`config.mk`:
```
export PLATFORM = sky130hd
export DESIGN_NAME = ckerng_ctrl
export DESIGN_NICKNAME = d
export VERILOG_FILES = /design/src/rtl/core/ckerng_pkg.sv /design/src/rtl/core/ckerng_ctrl.sv
export SDC_FILE = /design/constraint.sdc
export NUM_CORES = 1
export LEC_CHECK = 0
export CAP_MARGIN = 10
export CORE_MARGIN = 1
export CORE_UTILIZATION = 25
export DETAILED_ROUTE_END_ITERATION = 8
export DONT_BUFFER_PORTS = 1
export PLACE_DENSITY = 0.35
export SYNTH_ARGS = -nofsm -noshare
export SYNTH_HDL_FRONTEND = slang
export SYNTH_SLANG_ARGS = --single-unit
export TNS_END_PERCENT = 30
```
`constraint.sdc`:
```
create_clock -name clk -period 2.7 [get_ports clk]
set_clock_uncertainty 0.2 [all_clocks]
set_input_delay 0.54 -clock clk [delete_from_list [all_inputs] [get_ports clk]]
set_output_delay 0.54 -clock clk [all_outputs]
set_load 0.01 [all_outputs]
```
`src/rtl/core/ckerng_pkg.sv`:
```
// Shared types, constants and functions of the ChaCha20 key erasure generator.
package ckerng_pkg;

  localparam int DEF_CHACHA_ROUNDS = 20;
  localparam int KEY_BYTES         = 32;
  localparam int BUF_BYTES         = 32 + 256;
  localparam int OUT_BYTES         = BUF_BYTES - KEY_BYTES;
  localparam int OUT_WORDS         = OUT_BYTES / 8;
  localparam int OUT_AW            = $clog2(OUT_WORDS);
  localparam int POS_W             = $clog2(OUT_BYTES) + 1;

  localparam logic [2:0] BLK_KEY   = 3'd0;
  localparam logic [2:0] BLK_FIRST = 3'd1;
  localparam logic [2:0] BLK_LAST  = 3'd4;

  localparam logic       REQ_SEED  = 1'b0;
  localparam logic       REQ_DRAW  = 1'b1;
  localparam logic [3:0] MASK_FULL = 4'hF;
  localparam logic [3:0] MAX_BYTES = 4'd8;

  localparam logic [31:0] SIGMA0 = 32'h61707865;
  localparam logic [31:0] SIGMA1 = 32'h3320646e;
  localparam logic [31:0] SIGMA2 = 32'h79622d32;
  localparam logic [31:0] SIGMA3 = 32'h6b206574;

  typedef struct packed {
    logic        req_type;
    logic [1:0]  seed_index;
    logic [63:0] seed_word;
    logic [3:0]  byte_count;
  } req_item_t;

  typedef struct packed {
    logic [63:0] random_bytes;
    logic        status;
  } rsp_item_t;

  typedef enum logic [3:0] {
    S_IDLE,
    S_DECODE,
    S_CHECK,
    S_READ,
    S_TAKE,
    S_LOAD,
    S_ROUND,
    S_ADD,
    S_WRITE,
    S_FINISH
  } ctrl_state_t;

  typedef struct packed {
    logic       latch;
    logic       ram_read;
    logic       take;
    logic       blk_load;
    logic       round_step;
    logic       add;
    logic       write_word;
    logic       refill_done;
    logic       out_load;
    logic [1:0] step;
    logic       odd;
    logic [2:0] blk;
    logic [2:0] j;
  } ckerng_cmd_t;

  typedef struct packed {
    logic is_seed;
    logic not_seeded;
    logic no_bytes;
    logic empty;
    logic last_take;
  } ckerng_stat_t;

  function automatic logic [31:0] rotl(input logic [31:0] v, input int unsigned n);
    rotl = (v << n) | (v >> (32 - n));
  endfunction

endpackage

```
`src/rtl/core/ckerng_ctrl.sv`:
```
// Controller state machine for draws, seed loads and buffer refills.
module ckerng_ctrl import ckerng_pkg::*; #(
  parameter int CHACHA_ROUNDS = DEF_CHACHA_ROUNDS
) (
  input  logic         clk,
  input  logic         rst,
  input  logic         req_valid,
  output logic         req_stall,
  output logic         rsp_valid,
  input  logic         rsp_stall,
  input  ckerng_stat_t stat,
  output ckerng_cmd_t  cmd
);

  localparam int RND_W = $clog2(CHACHA_ROUNDS);
  localparam logic [RND_W-1:0] LAST_RND = RND_W'(CHACHA_ROUNDS - 1);

  ctrl_state_t      state, state_next;
  logic [1:0]       step;
  logic [RND_W-1:0] rnd;
  logic [2:0]       blk;
  logic [2:0]       j;
  logic             out_free;

  assign out_free  = !rsp_valid || !rsp_stall;
  assign req_stall = (state != S_IDLE);

  always_comb begin
    state_next = state;
    case (state)
      S_IDLE:   if (req_valid) state_next = S_DECODE;
      S_DECODE: begin
        if (stat.is_seed || stat.not_seeded || stat.no_bytes) begin
          state_next = S_FINISH;
        end else begin
          state_next = S_CHECK;
        end
      end
      S_CHECK:  state_next = stat.empty ? S_LOAD : S_READ;
      S_READ:   state_next = S_TAKE;
      S_TAKE:   state_next = stat.last_take ? S_FINISH : S_CHECK;
      S_LOAD:   state_next = S_ROUND;
      S_ROUND:  if (step == 2'd3 && rnd == LAST_RND) state_next = S_ADD;
      S_ADD:    state_next = S_WRITE;
      S_WRITE: begin
        if (j == 3'd7) begin
          state_next = (blk == BLK_KEY) ? S_CHECK : S_LOAD;
        end
      end
      S_FINISH: if (out_free) state_next = S_IDLE;
      default:  state_next = S_IDLE;
    endcase
  end

  always_comb begin
    cmd             = '0;
    cmd.step        = step;
    cmd.odd         = rnd[0];
    cmd.blk         = blk;
    cmd.j           = j;
    cmd.latch       = (state == S_IDLE) && req_valid;
    cmd.ram_read    = (state == S_READ);
    cmd.take        = (state == S_TAKE);
    cmd.blk_load    = (state == S_LOAD);
    cmd.round_step  = (state == S_ROUND);
    cmd.add         = (state == S_ADD);
    cmd.write_word  = (state == S_WRITE);
    cmd.refill_done = (state == S_WRITE) && (j == 3'd7) && (blk == BLK_KEY);
    cmd.out_load    = (state == S_FINISH) && out_free;
  end

  always_ff @(posedge clk) begin
    if (rst) begin
      state     <= S_IDLE;
      rsp_valid <= 1'b0;
      step      <= '0;
      rnd       <= '0;
      blk       <= BLK_FIRST;
      j         <= '0;
    end else begin
      state <= state_next;
      if (cmd.out_load) begin
        rsp_valid <= 1'b1;
      end else if (!rsp_stall) begin
        rsp_valid <= 1'b0;
      end
      case (state)
        S_CHECK: if (stat.empty) blk <= BLK_FIRST;
        S_LOAD: begin
          step <= '0;
          rnd  <= '0;
        end
        S_ROUND: begin
          step <= step + 2'd1;
          if (step == 2'd3) rnd <= rnd + 1'b1;
        end
        S_ADD:   j <= '0;
        S_WRITE: begin
          j <= j + 3'd1;
          if (j == 3'd7 && blk != BLK_KEY) begin
            blk <= (blk == BLK_LAST) ? BLK_KEY : blk + 3'd1;
          end
        end
        default: ;
      endcase
    end
  end

endmodule

```
==> summary.txt <==
Outcome
  – Outcome: finished, final reports clean

Floorplanning
  – Ports: 29
  – Die Width: 69.2 um
  – Effective utilization at floorplan: 0.259
  – Vert. Die Dim: 69.2 um
  – Die ar.: 4780 sq um
  – FP Rows: 24
  – Core area: 4350 sq um

Layout
  – Fraction of layout instances using a drive strength above 1: 0.105
  – Area growth from synthesis to layout: 6.88%
  – Most common cell after layout, fill and taps aside: dfxtp_1
  – Most frequent cells in the layout: 18 x dfxtp_1, 16 x nor2_1, 14 x a21oi_1, 7 x inv_1, 7 x nand2_1
  – Ant. Diodes: 0
  – Nets: 149

CTS
  – CTS Buffer Depth: 2
  – Clock sink count: 18
  – Post_cts resized: 0
  – Skew-Pair Late Insertion Delay: 0.25 ns
  – Setup bufs post-CTS: 0
  – TritonCTS clock tree: built
  – H-tree levels: 1
  – CTS Buf Count: 3
  – Worst-path clk slew: 0.07 ns
  – Clock Tree Root: clkbuf_8
  – Post-CTS Hold Buffers: 0

Place
  – Count of input and output buffers: 0
  – Post-DP HPWL: 1990 um
  – RePlAce Congestion: 0.747

Yosys
  – Net Count, Synth: 151
  – Post-Syn Instances: 136
  – Synth cell types: 47
  – Post-synth top flop: dfxtp_1
  – Synth warn: 0
  – Avg Inst Size Synth: 8.29 sq um
  – Asr flop ratio synth: 0
  – Seq/Total Area, Yosys: 0.320
  – Post-synthesis register bit count: 18
  – Mapped cell area: 1130 sq um
  – Number of synthesized flops with an enable pin: 0

STA
  – Fin crit period: 2.51 ns
  – Final setup fails: 0
  – Slew at the pin with the worst max-slew slack: 0.548 ns
  – Setup TNS Final: 0 ns
  – Slew Limit Fails: 0
  – Unrepaired setup endpoints after global routing: no
  – Fin. Hold Viols: 0
  – Relative slew slack: 0.634
  – Period utilization: 0.931
  – Hold WS: 0.146 ns
  – Fmax achieved: 398 MHz

Routing
  – DRT Pass-1 Iters: 4
  – Routed WL per cell: 15.1 um
  – Via count: 1,003
  – Via/cell ratio: 5.42
  – Routed WL: 2800 um
  – ANT nets after route: 0
  – # DRC: 0
  – Detailed router's first-iteration violation count: 47

Power and ir drop
  – Reg power frac: 0.420
  – Worst vdd ir: 214 uV
  – Tot Pwr: 0.873 mW
  – Pwr per Cell Area: 724 nW/um^2
  – Switching power total: 0.327 mW
  – Cell-internal power: 0.546 mW
  – P_leak: 0.447 nW
  – Combinational share of power: 0.323
  – Sw frac: 0.374
  – Clock power share: 0.257

Critical path
  – Worst endpoint required time: 1.96 ns
  – WP data arrival: 1.77 ns
  – Setup slack, reg-to-reg: 0.47 ns
  – CP startpoint kind: flop
  – Worst Path Max Fanout: 15
  – Worst setup EP type: output port
  – Critical Setup Path Class: reg -> out

Global route
  – GRT Util Overall: 0.120
  – First-pass GRT wire length: 4600 um
  – Largest net degree at the start of global routing: 19
  – Number of global-route vias before repair: 921
  – Antenna violations before repair: 0
  – GRT overflow: 0

Worst hold path
  – Hold/Removal Path Class: in -> reg

Flow run
  – Max-Cap Viols: 0
## cell families after synthesis
kind of cell | count (synthesis) | synth area share
AOI/OAI and AO/OA | 42 | 0.246
adders and majority gates | 6 | 0.0666
and+or+nand+nor | 52 | 0.274
DFF | 18 | 0.320
muxes | 2 | 0.0222
buffers and inverters | 16 | 0.0710
## synthesized netlist by cell type (2+ instances only)
master | instances | area, sq um
or4b_4 | 2 | 27.5
a211oi_1 | 2 | 15.0
nand2b_1 | 3 | 18.8
nand3_1 | 2 | 10.0
clkbuf_1 | 4 | 15.0
a22oi_1 | 5 | 37.5
nor2_1 | 16 | 60.1
dfxtp_1 | 18 | 360
a21oi_1 | 14 | 70.1
ha_1 | 6 | 75.1
buf_6 | 2 | 22.5
nand2_1 | 7 | 26.3
o21ai_0 | 5 | 25.0
inv_1 | 7 | 26.3
or3_1 | 2 | 12.5
nor2b_1 | 3 | 18.8
o22ai_1 | 4 | 25.0
and3_1 | 5 | 31.3
## path summary, 6_finish.rpt
check,from,endpoint,cells after the start
setup / recovery,state[3],cmd[10],3
setup reg to reg,state[2],rnd[4],4
hold reg to reg,rnd[4],rnd[4],2
hold / removal,rst,rnd[0],1
## state kept, by name, summed over array words and instances, names as in the netlist
| name | cells |
|---|---|
| blk | 3 |
| j | 3 |
| rnd | 5 |
| rsp_valid | 1 |
| state | 4 |
| step | 2 |
## layer usage
layer,global-route usage,routed length (um)
met1,0.149,1310
met2,0.194,1310
met3,0.0424,161
met4,0.0340,20
met5,0,0
## power by group through the flow
stage	registers, mW	clock network, mW	logic (mW)
2_1_floorplan	0.327	0	0.276
3_3_place_gp	0.369	0	0.281
3_5_place_dp	0.370	0	0.281
4_1_cts	0.364	0.236	0.282
5_1_grt	0.376	0.252	0.315
6_report	0.367	0.225	0.282
## layout make-up
cell class                      instances  area (sq um)
Tap cell                               52          65.1
Multi-Input combinational cell        102           687
Clock buffer                            4          55.1
Inverter                                8          30.0
Timing Repair Buffer                    1          7.51
Fill cell                             472          3150
Sequential cell                        18           360
## critical path: stages, from the launching register on
cell and delay (ns):
dfxtp_1 0.59, or4b_4 0.56, nor2_1 0.13, and3_1 0.24
## through the flow
step	util	setup WS, ns	instance area, sq um	std cells
6_report	0.277	0.186	1200	185
5_1_grt	0.277	0.107	1200	185
4_1_cts	0.277	0.193	1200	185
3_5_place_dp	0.264	0.497	1150	181
3_3_place_gp	0.264	0.495	1150	181
2_1_floorplan	-	0.737	1130	136
No activity file was read; power rests on OpenSTA's default activity.
